### src/rtl/mtb_pkg.sv
// shared types and constants for the median threshold bitmap block
// no dependencies; used by every module of the block
package mtb_pkg;

  localparam int BINS       = 256;
  localparam int MAX_PIXELS = 1048576;

  localparam int PIX_W  = 8;
  localparam int BIN_W  = $clog2(BINS);
  localparam int CNT_W  = $clog2(MAX_PIXELS + 1);
  localparam int MED_W  = $clog2(BINS + 1);
  localparam int SUM_W  = CNT_W + BIN_W;

  localparam int QDEPTH = 4;
  localparam int QPTR_W = $clog2(QDEPTH);

  localparam logic REQ_HIST   = 1'b0;
  localparam logic REQ_THRESH = 1'b1;

  localparam logic KIND_MEDIAN = 1'b0;
  localparam logic KIND_BIT    = 1'b1;

  typedef enum logic [1:0] {
    OP_HIST      = 2'd0,
    OP_HIST_LAST = 2'd1,
    OP_THRESH    = 2'd2
  } op_t;

  typedef struct packed {
    op_t              op;
    logic [PIX_W-1:0] pixel;
  } cmd_t;

endpackage

### src/rtl/mtb_front.sv
// front end: takes commands, classifies them and holds them in a short queue
// depends on mtb_pkg
module mtb_front (
  input  logic                      clk,
  input  logic                      rst,
  input  logic                      start,
  output logic                      busy,
  input  logic                      req_type,
  input  logic [mtb_pkg::PIX_W-1:0] pixel,
  input  logic                      last,
  output logic                      q_valid,
  output mtb_pkg::cmd_t             q_cmd,
  input  logic                      q_pop
);

  mtb_pkg::cmd_t                q_mem [mtb_pkg::QDEPTH];
  logic [mtb_pkg::QPTR_W-1:0]   wr_ptr;
  logic [mtb_pkg::QPTR_W-1:0]   rd_ptr;
  logic [mtb_pkg::QPTR_W:0]     count;
  logic                         push;
  logic                         pop;
  mtb_pkg::cmd_t                cmd_in;

  // classify the incoming item
  always_comb begin
    cmd_in.pixel = pixel;
    if (req_type == mtb_pkg::REQ_THRESH) begin
      cmd_in.op = mtb_pkg::OP_THRESH;
    end else if (last) begin
      cmd_in.op = mtb_pkg::OP_HIST_LAST;
    end else begin
      cmd_in.op = mtb_pkg::OP_HIST;
    end
  end

  assign busy    = (count == (mtb_pkg::QPTR_W + 1)'(mtb_pkg::QDEPTH));
  assign push    = start && !busy;
  assign q_valid = (count != '0);
  assign pop     = q_pop && q_valid;
  assign q_cmd   = q_mem[rd_ptr];

  always_ff @(posedge clk) begin
    if (push) begin
      q_mem[wr_ptr] <= cmd_in;
    end
  end

  always_ff @(posedge clk) begin
    if (rst) begin
      wr_ptr <= '0;
      rd_ptr <= '0;
      count  <= '0;
    end else begin
      if (push) begin
        wr_ptr <= wr_ptr + 1'b1;
      end
      if (pop) begin
        rd_ptr <= rd_ptr + 1'b1;
      end
      if (push && !pop) begin
        count <= count + 1'b1;
      end else if (pop && !push) begin
        count <= count - 1'b1;
      end
    end
  end

endmodule

### config.mk
export PLATFORM = sky130hd
export DESIGN_NAME = mtb_front
export DESIGN_NICKNAME = d
export VERILOG_FILES = /design/src/rtl/mtb_pkg.sv /design/src/rtl/mtb_front.sv
export SDC_FILE = /design/constraint.sdc
export NUM_CORES = 1
export LEC_CHECK = 0
export BUFFER_PORTS_ARGS = -buffer_cell sky130_fd_sc_hd__buf_4
export CAP_MARGIN = 10
export CORE_MARGIN = 2
export CORE_UTILIZATION = 52
export CTS_BUF_LIST = sky130_fd_sc_hd__clkbuf_8
export CTS_CLUSTER_SIZE = 12
export DETAILED_ROUTE_END_ITERATION = 16
export PLACE_DENSITY = 0.73
export SYNTH_ARGS = -nofsm -noshare
export SYNTH_HDL_FRONTEND = slang
export SYNTH_SLANG_ARGS = --single-unit
### constraint.sdc
create_clock -name clk -period 4.15 [get_ports clk]
set_clock_uncertainty 0.15 [all_clocks]
set_input_delay 0.83 -clock clk [delete_from_list [all_inputs] [get_ports clk]]
set_output_delay 0.83 -clock clk [all_outputs]
set_load 0.01 [all_outputs]
==> qor.txt, run 1 <==
WP data required: 3.17 ns
CP Class: reg2out
final std cells w/o fill: 179
cell with the most instances after synthesis: edfxtp_1
library cells used by synthesis: 22
critical-path cell list: mux4_2 > buf_4
Finished Cell Area: 2260 um^2
Antenna Nets Post-Route: 0
global-route wire length before repair: 4820 um
clk_lat worst skew: 0.29 ns
Final Slew Violations: 0
setup bufs post-CTS: 0
area leader, netlist: edfxtp_1
share of cells above drive strength 1: 35.1%
top post-synthesis cells by area: edfxtp_1 63%, mux4_2 12%, dfxtp_1 9.4%, ha_1 3.3%, xor2_1 1.8%
post-route clock period utilization: 67.5%
Initial Utilization: 53.2%
drt via density: 5.31
Sum Neg Setup Slack: 0 ns
dpl hpwl: 2000 um
FF-to-FF End: count[2]$_SDFFE_PP0P_
CTS Hold Bufs: 0
Tot Pwr: 1.33 mW
fin crit period: 2.80 ns
Synth top area share: 62.7%
Layout Utilization: 62.8%
initial antenna violation count: 0
RR Startpoint: count[0]$_SDFFE_PP0P_
number of synthesized flops with an enable pin: 40
async set-or-reset flop fraction in the synthesized netlist: 0%
Hold Crit Class: reg2reg
CORE AREA: 3610 um^2
Hold WS: 0.375 ns
Placed Instances: 171
Avg Inst Size Synth: 19.0 um^2
n_diodes: 0
Yosys reg bits: 49
Crit path max-delay family: flip-flops
Max FO, Critical Path: 10
GR Overflow Total: 0
hold path depth: 2
VDD IR max: 0.231 mV
io pins: 26
Max Freq: 357 MHz
final setup margin: 1.35 ns
Post-Syn Instances: 101
post-CTS resize count: 0
Nets: 150
Max-slew headroom: 55.7%
Hold Crit Endpoint: wr_ptr[1]$_SDFFE_PP0P_
Post-Syn Area: 1920 um^2
die area: 4190 um^2
Hold Path Origin: wr_ptr[1]$_SDFFE_PP0P_
Yosys warning total: 0
Max-Cap Viols: 0
Final Wtd Congestion: 0.723
area grow syn2layout: 18.1%
final-report setup violation count: 0
Worst Path Arrival: 1.82 ns
CTS tree: done
die height: 64.7 um
Synthesized Nets: 121
Crit path buffers/inverters: 1
status: finished clean
Port Buffer Count: 25
CP max stage cell: dfxtp_1
Clock Path Buffers: 2
pwr/cell area: 587 nW/um^2
Leak: 0.808 nW
sequential cell area fraction in the yosys report: 72.1%
R2R depth: 8
wire per inst: 16.2 um
Die W: 64.7 um
Rows: 22
largest net degree at the start of global routing: 17
Post-Route WL: 2900 um
max incr delay on CP: 0.75 ns
DR vias: 951
Fin. Hold Viols: 0
dpl ws: 1.50 ns
FF-to-FF setup slack: 1.86 ns
top cells by count, synth: 40 x edfxtp_1, 10 x mux4_2, 9 x dfxtp_1
CP Capture Type: primary output
worst slew pin tran: 0.664 ns
CP Launch Type: register
vias in the first global route: 1015
Sink Count: 49
DRC viols: 0
DR pass1 iterations: 4
initial DRC count: 38
Num CTS Buffers: 5
Worst-path clk slew: 0.08 ns
RSZ-0062 raised after global routing: false
clock root buffer: clkbuf_8
All-Layer GR Usage: 16.4%
Area after DPL: 2150 um^2
top_reg_cell synth: edfxtp_1
# H-tree levels: 2
area by class of cell:
type	instances	area [um^2]
sequential	49	1380
fill	274	1340
multi-input combinational	45	504
timing repair buffer	25	188
clock buffer	5	68.8
tap	48	60.1
clock inverter	3	46.3
inverter	4	15.0
state kept, by name (all words and copies together), names as in the netlist, named ones only:
name	flops
count	3
q_mem	40
rd_ptr	2
wr_ptr	2
power by group:
group	internal (mW)	total [mW]	switching, mW
Sequential	0.597	0.664	0.0668
Clock	0.180	0.331	0.150
Combinational	0.193	0.333	0.140
Total	0.971	1.33	0.357
cells by family after synthesis:
logic type | count (synthesis) | synth area share [%]
flops | 49 | 72.1
simple gates | 17 | 5.22
mux | 12 | 12.8
buf+inv | 7 | 1.63
compound gates | 6 | 2.15
fa+ha+maj | 6 | 4.31
xor+xnor | 4 | 1.83
layout by cell type, fill, tap and decap left out, drive strengths merged, types with 2 or more instances in the layout:
cell type / instances
or3: 3
edfxtp: 40
buf: 25
clkbuf: 5
o21ai: 2
xor2: 4
nand2b: 2
mux4: 10
dfxtp: 9
nor2: 6
a21oi: 2
and2: 4
ha: 5
mux2i: 2
inv: 4
how the worst max path moves through the flow:
stage	slack (ns)	start	to	cells after the start
finish	1.35	register	q_cmd[2]	2
global route	1.23	register	q_cmd[2]	2
CTS	1.30	register	q_cmd[2]	2
detailed placement	1.50	start	count[2]$_SDFFE_PP0P_	9
global placement	1.58	start	count[2]$_SDFFE_PP0P_	9
floorplan	1.70	start	count[2]$_SDFFE_PP0P_	8
worst register-to-register path, delay by kind of cell, from the launching register on:
family / cells / cell delay, ns
and+or+nand+nor: 3 / 0.63
adders and majority gates: 2 / 0.59
DFF: 1 / 0.50
xor gates and xnor gates: 1 / 0.16
AOI/OAI and AO/OA: 1 / 0.14
buffers and inverters: 1 / 0.06
layer usage:
layer | wire (um) | vias up | GRT usage [%] | share of wire (%)
met2 | 1590 | 23 | 28.0 | 55
met5 | 0 | - | 0 | 0
met3 | 127 | 5 | 4.17 | 4.4
met4 | 53 | 0 | 7.98 | 1.8
li1 | - | 445 | - | -
met1 | 1140 | 478 | 19.2 | 39
No activity file was read; power rests on OpenSTA's default activity.
==> run 2, diff against run 1 <==
PLACE_DENSITY = 0.76   (was 0.73)
clock period = 2.5 ns   (was 4.15 ns; I/O delays follow)
==> run 2 against run 1 <==
  * Critical path depth rose by 6
  * Via count rose by 1.4%
  * Sequential share of layout area rose by 0.37 points
  * Wire length rose by 0.17%
  * Sequential power rose by 63%
  * Non-clock buffer count rose by 2
  * Design area fell by 0.61%
  * Register-to-register slack got worse by 1.7 ns
  * Largest power group unchanged
  * Die area did not move
  * Clock power rose by 30%
==> qor.txt, run 2 (synthesis gave the netlist of run 1 again) <==
Worst Path Arrival: 2.42 ns (was 1.82 ns)
CTS Hold Bufs: 0 (unchanged)
final setup margin: 0.157 ns (was 1.35 ns)
R2R depth: 8 (unchanged)
FF-to-FF setup slack: 0.16 ns (was 1.86 ns)
Post-Route WL: 2910 um (was 2900 um)
RSZ-0062 raised after global routing: false (unchanged)
Leak: 0.808 nW (about the same)
DRC viols: 0 (unchanged)
CTS tree: done (unchanged)
final std cells w/o fill: 181 (was 179)
area taken by multi-input logic gates: 504 um^2 (unchanged)
dpl hpwl: 2030 um (was 2000 um)
io pins: 26 (unchanged)
# H-tree levels: 2 (unchanged)
clock root buffer: clkbuf_8 (unchanged)
Rows: 22 (unchanged)
Fill cells: 278 (was 274)
global-route wire length before repair: 4910 um (was 4820 um)
initial DRC count: 47 (was 38)
final-report setup violation count: 0 (unchanged)
Sink Count: 49 (unchanged)
DR vias: 964 (was 951)
CORE AREA: 3610 um^2 (unchanged)
Antenna Nets Post-Route: 0 (unchanged)
Top reg by flops: q_mem (unchanged)
VDD IR max: 0.533 mV (was 0.231 mV)
WP data required: 2.57 ns (was 3.17 ns)
die area: 4190 um^2 (unchanged)
hold path depth: 1 (was 2)
Max Freq: 427 MHz
post-CTS resize count: 0 (unchanged)
drt via density: 5.33 (was 5.31)
Sum Neg Setup Slack: 0 ns (unchanged)
most common cell after layout, fill and taps aside: edfxtp_1 (unchanged)
Fin. Hold Viols: 0 (unchanged)
CP Launch Type: register (unchanged)
top flop regs: q_mem: 40 flops, count: 3 flops (unchanged)
CP Class: reg2reg (was reg2out)
pwr/cell area: 936 nW/um^2 (was 587 nW/um^2)
CP Capture Type: register (was primary output)
wire per inst: 16.1 um (was 16.2 um)
post-route clock period utilization: 93.7%
GR Overflow Total: 0 (unchanged)
Hold Crit Class: in2reg (was reg2reg)
Max-Cap Viols: 0 (unchanged)
Placed Instances: 173 (was 171)
worst slew pin tran: 0.533 ns (was 0.664 ns)
Area after DPL: 2160 um^2 (was 2150 um^2)
fin crit period: 2.34 ns
dpl ws: 0.142 ns (was 1.50 ns)
setup bufs post-CTS: 0 (unchanged)
Port Buffer Count: 25 (unchanged)
die height: 64.7 um (unchanged)
vias in the first global route: 1055 (was 1015)
initial antenna violation count: 0 (unchanged)
largest net degree at the start of global routing: 16 (was 17)
All-Layer GR Usage: 16.6% (was 16.4%)
Storage cell area: 1380 um^2 (unchanged)
Worst-path clk slew: 0.08 ns (about the same)
number of flip-flops in the largest register: 40 (unchanged)
Die W: 64.7 um (unchanged)
Hold WS: 0.255 ns (was 0.375 ns)
Clock Path Buffers: 2 (unchanged)
Final Wtd Congestion: 0.719 (was 0.723)
Max FO, Critical Path: 6 (was 10)
Nets: 152 (was 150)
commonest cells after routing, fill and taps aside: 40 x edfxtp_1, 27 x buf_4, 10 x mux4_2 (was 40 x edfxtp_1, 25 x buf_4, 10 x mux4_2)
Finished Cell Area: 2250 um^2 (was 2260 um^2)
Initial Utilization: 53.2% (unchanged)
Final Slew Violations: 0 (unchanged)
Num CTS Buffers: 5 (unchanged)
Max-slew headroom: 64.4% (was 55.7%)
status: finished clean (unchanged)
share of cells above drive strength 1: 36.1% (was 35.1%)
n_diodes: 0 (unchanged)
area grow syn2layout: 17.4% (was 18.1%)
DR pass1 iterations: 6 (was 4)
clk_lat worst skew: 0.29 ns (about the same)
[run 2: cell types whose count changed in the layout (fill, tap and decap cells not counted), sizes merged]
cell | previous run | this run
buf | 25 | 27
bufinv | 1 | 0
clkinv | 1 | 2
[run 2: path summary, 6_finish.rpt]
check / start / end
worst max-delay path: count[0]$_SDFFE_PP0P_ / count[2]$_SDFFE_PP0P_
worst min-delay path: pixel[7] / q_mem[3][7]$_DFFE_PP_
worst max register to register: count[0]$_SDFFE_PP0P_ / count[2]$_SDFFE_PP0P_
worst min register to register: wr_ptr[1]$_SDFFE_PP0P_ / wr_ptr[1]$_SDFFE_PP0P_
[run 2: power breakdown]
group | internal, mW | switching [mW] | total (mW)
registers | 0.992 | 0.0871 | 1.08
clock network | 0.193 | 0.238 | 0.431
logic | 0.340 | 0.257 | 0.597
total | 1.52 | 0.582 | 2.11
[run 2: stage by stage]
step	util (%)	power [mW]
global route	62.4	2.23
detailed placement	60.0	1.70
floorplan	-	1.46
finish	62.4	2.11
global placement	60.0	1.68
CTS	62.4	2.13
[run 2: final cells by class]
cell class                 instances  area share (%)
multi-input combinational         45            22.4
tap                               48            2.67
clock inverter                     3           0.779
sequential                        49            61.4
inverter                           4           0.667
timing repair buffer              27            9.01
clock buffer                       5            3.06
[run 2: worst max-delay path, cell delays in order, from the launching register on]
cell	delay, ns
dfxtp_1	0.49
nor3b_2	0.12
nor2_2	0.23
ha_1	0.23
inv_1	0.06
fa_1	0.37
xor2_1	0.16
or3_1	0.30
a21oi_1	0.16
[run 2: per-layer routing]
metal  vias up  track usage [%]  part of all wire, %
met5         -                0                    0
met4         0             5.59                 0.76
met3         4             5.38                  5.8
met2        30             30.5                   53
met1       483             17.7                   40
li1        447                -                    -
==> run 3, diff against run 2 <==
CORE_UTILIZATION = 53   (was 52)
PLACE_DENSITY = 0.77   (was 0.76)
==> run 3 against run 2 <==
  * Power rose by 0.86%
  * Non-clock buffer count did not move
  * First-iteration DRC count fell by 23%
  * Design area rose by 0.11%
  * Largest cell class unchanged
==> qor.txt, run 3 (synthesis gave the netlist of run 1 again) <==
status: finished clean (unchanged)
DR vias: 962 (was 964)
top flop regs: q_mem: 40 flops, count: 3 flops (unchanged)
Worst Path Arrival: 2.38 ns (was 2.42 ns)
area grow syn2layout: 17.5% (was 17.4%)
Max-Cap Viols: 0 (unchanged)
n_diodes: 0 (unchanged)
Finished Cell Area: 2250 um^2 (about the same)
Final Wtd Congestion: 0.727 (was 0.719)
Antenna Nets Post-Route: 0 (unchanged)
dpl hpwl: 2100 um (was 2030 um)
worst slew pin tran: 0.534 ns (was 0.533 ns)
drt via density: 5.37 (was 5.33)
RSZ-0062 raised after global routing: false (unchanged)
post-route clock period utilization: 91.8% (was 93.7%)
CP Capture Type: register (unchanged)
Num CTS Buffers: 5 (unchanged)
Leak: 0.819 nW (was 0.808 nW)
# H-tree levels: 2 (unchanged)
Tot Pwr: 2.12 mW (was 2.11 mW)
Hold Crit Class: in2reg (unchanged)
Placed Instances: 171 (was 173)
pwr/cell area: 943 nW/um^2 (was 936 nW/um^2)
setup bufs post-CTS: 0 (unchanged)
Final Slew Violations: 0 (unchanged)
DR pass1 iterations: 4 (was 6)
Area after DPL: 2160 um^2 (about the same)
All-Layer GR Usage: 17.2% (was 16.6%)
Port Buffer Count: 25 (unchanged)
Worst-path clk slew: 0.08 ns (about the same)
initial antenna violation count: 0 (unchanged)
CP Class: reg2reg (unchanged)
Rows: 21 (was 22)
Sum Neg Setup Slack: 0 ns (unchanged)
commonest cells after routing, fill and taps aside: 40 x edfxtp_1, 27 x buf_4, 10 x mux4_2 (unchanged)
WP data required: 2.58 ns (was 2.57 ns)
vias in the first global route: 1022 (was 1055)
Nets: 152 (unchanged)
final std cells w/o fill: 179 (was 181)
post-CTS resize count: 0 (unchanged)
CORE AREA: 3420 um^2 (was 3610 um^2)
Max Freq: 436 MHz (was 427 MHz)
DRC viols: 0 (unchanged)
Max FO, Critical Path: 6 (unchanged)
io pins: 26 (unchanged)
VDD IR max: 0.410 mV (was 0.533 mV)
Max-slew headroom: 64.4% (about the same)
GR Overflow Total: 0 (unchanged)
Die W: 64.1 um (was 64.7 um)
Clock Path Buffers: 2 (unchanged)
Post-Route WL: 3000 um (was 2910 um)
die area: 4110 um^2 (was 4190 um^2)
clk_lat worst skew: 0.29 ns (about the same)
Initial Utilization: 56.1% (was 53.2%)
Fill cells: 242 (was 278)
share of cells above drive strength 1: 35.3% (was 36.1%)
final-report setup violation count: 0 (unchanged)
most common cell after layout, fill and taps aside: edfxtp_1 (unchanged)
Fin. Hold Viols: 0 (unchanged)
initial DRC count: 36 (was 47)
CP Launch Type: register (unchanged)
die height: 64.1 um (was 64.7 um)
global-route wire length before repair: 4880 um (was 4910 um)
largest net degree at the start of global routing: 15 (was 16)
CTS tree: done (unchanged)
wire per inst: 16.7 um (was 16.1 um)
number of flip-flops in the largest register: 40 (unchanged)
clock root buffer: clkbuf_8 (unchanged)
CTS Hold Bufs: 0 (unchanged)
Sink Count: 49 (unchanged)
Top reg by flops: q_mem (unchanged)
fin crit period: 2.30 ns (was 2.34 ns)
==> run 3: cell count changes in the layout (fill, tap and decap cells not counted), sizes merged <==
cell and change:
clkinv -2, clkbuf +1, clkinvlp -1, inv +2
==> run 3: area by class of cell <==
class                           count  area (um^2)  area share, %
Sequential cell                    49         1380           61.4
Multi-Input combinational cell     45          504           22.4
Timing Repair Buffer               27          203           9.00
Clock buffer                        6         82.6           3.67
Tap cell                           46         57.6           2.56
Inverter                            4         15.0          0.667
Clock inverter                      2         7.51          0.333
==> run 3: per-layer routing <==
metal / wire length (um) / global-route usage (%) / vias to the layer above
li1: - / - / 445
met1: 1160 / 19.0 / 490
met2: 1630 / 29.3 / 22
met3: 122 / 4.40 / 5
met4: 82 / 11.2 / 0
met5: 0 / 0 / -
==> run 3: stage by stage <==
step           hold WS [ns]  setup slack, ns  util, %
2_1_floorplan         0.332            0.374        -
3_3_place_gp          0.349            0.264     63.3
3_5_place_dp          0.369            0.183     63.3
4_1_cts               0.239            0.193     65.9
5_1_grt               0.241           0.0149     65.9
6_report              0.249            0.204     65.9
==> run 3: where the power goes <==
part | switching (mW) | internal [mW]
sequential | 0.0736 | 0.993
combinational | 0.269 | 0.339
clock | 0.232 | 0.217
total | 0.575 | 1.55
==> run 3: worst max-delay path, cell delays in order, from the launching register on <==
cell and delay (ns):
dfxtp_1 0.39, o31ai_2 0.40, ha_1 0.25, inv_1 0.06, fa_1 0.37, xor2_1 0.16
or3_1 0.31, a21oi_1 0.14
==> run 3: worst paths after layout <==
check | start | endpoint | slack (ns) | depth (start not counted)
max reg2reg | count[1]$_SDFFE_PP0P_ | count[2]$_SDFFE_PP0P_ | 0.20 | 7
max | count[1]$_SDFFE_PP0P_ | count[2]$_SDFFE_PP0P_ | 0.20 | 7
min reg2reg | wr_ptr[1]$_SDFFE_PP0P_ | wr_ptr[1]$_SDFFE_PP0P_ | 0.37 | 2
min | pixel[5] | q_mem[2][5]$_DFFE_PP_ | 0.25 | 1
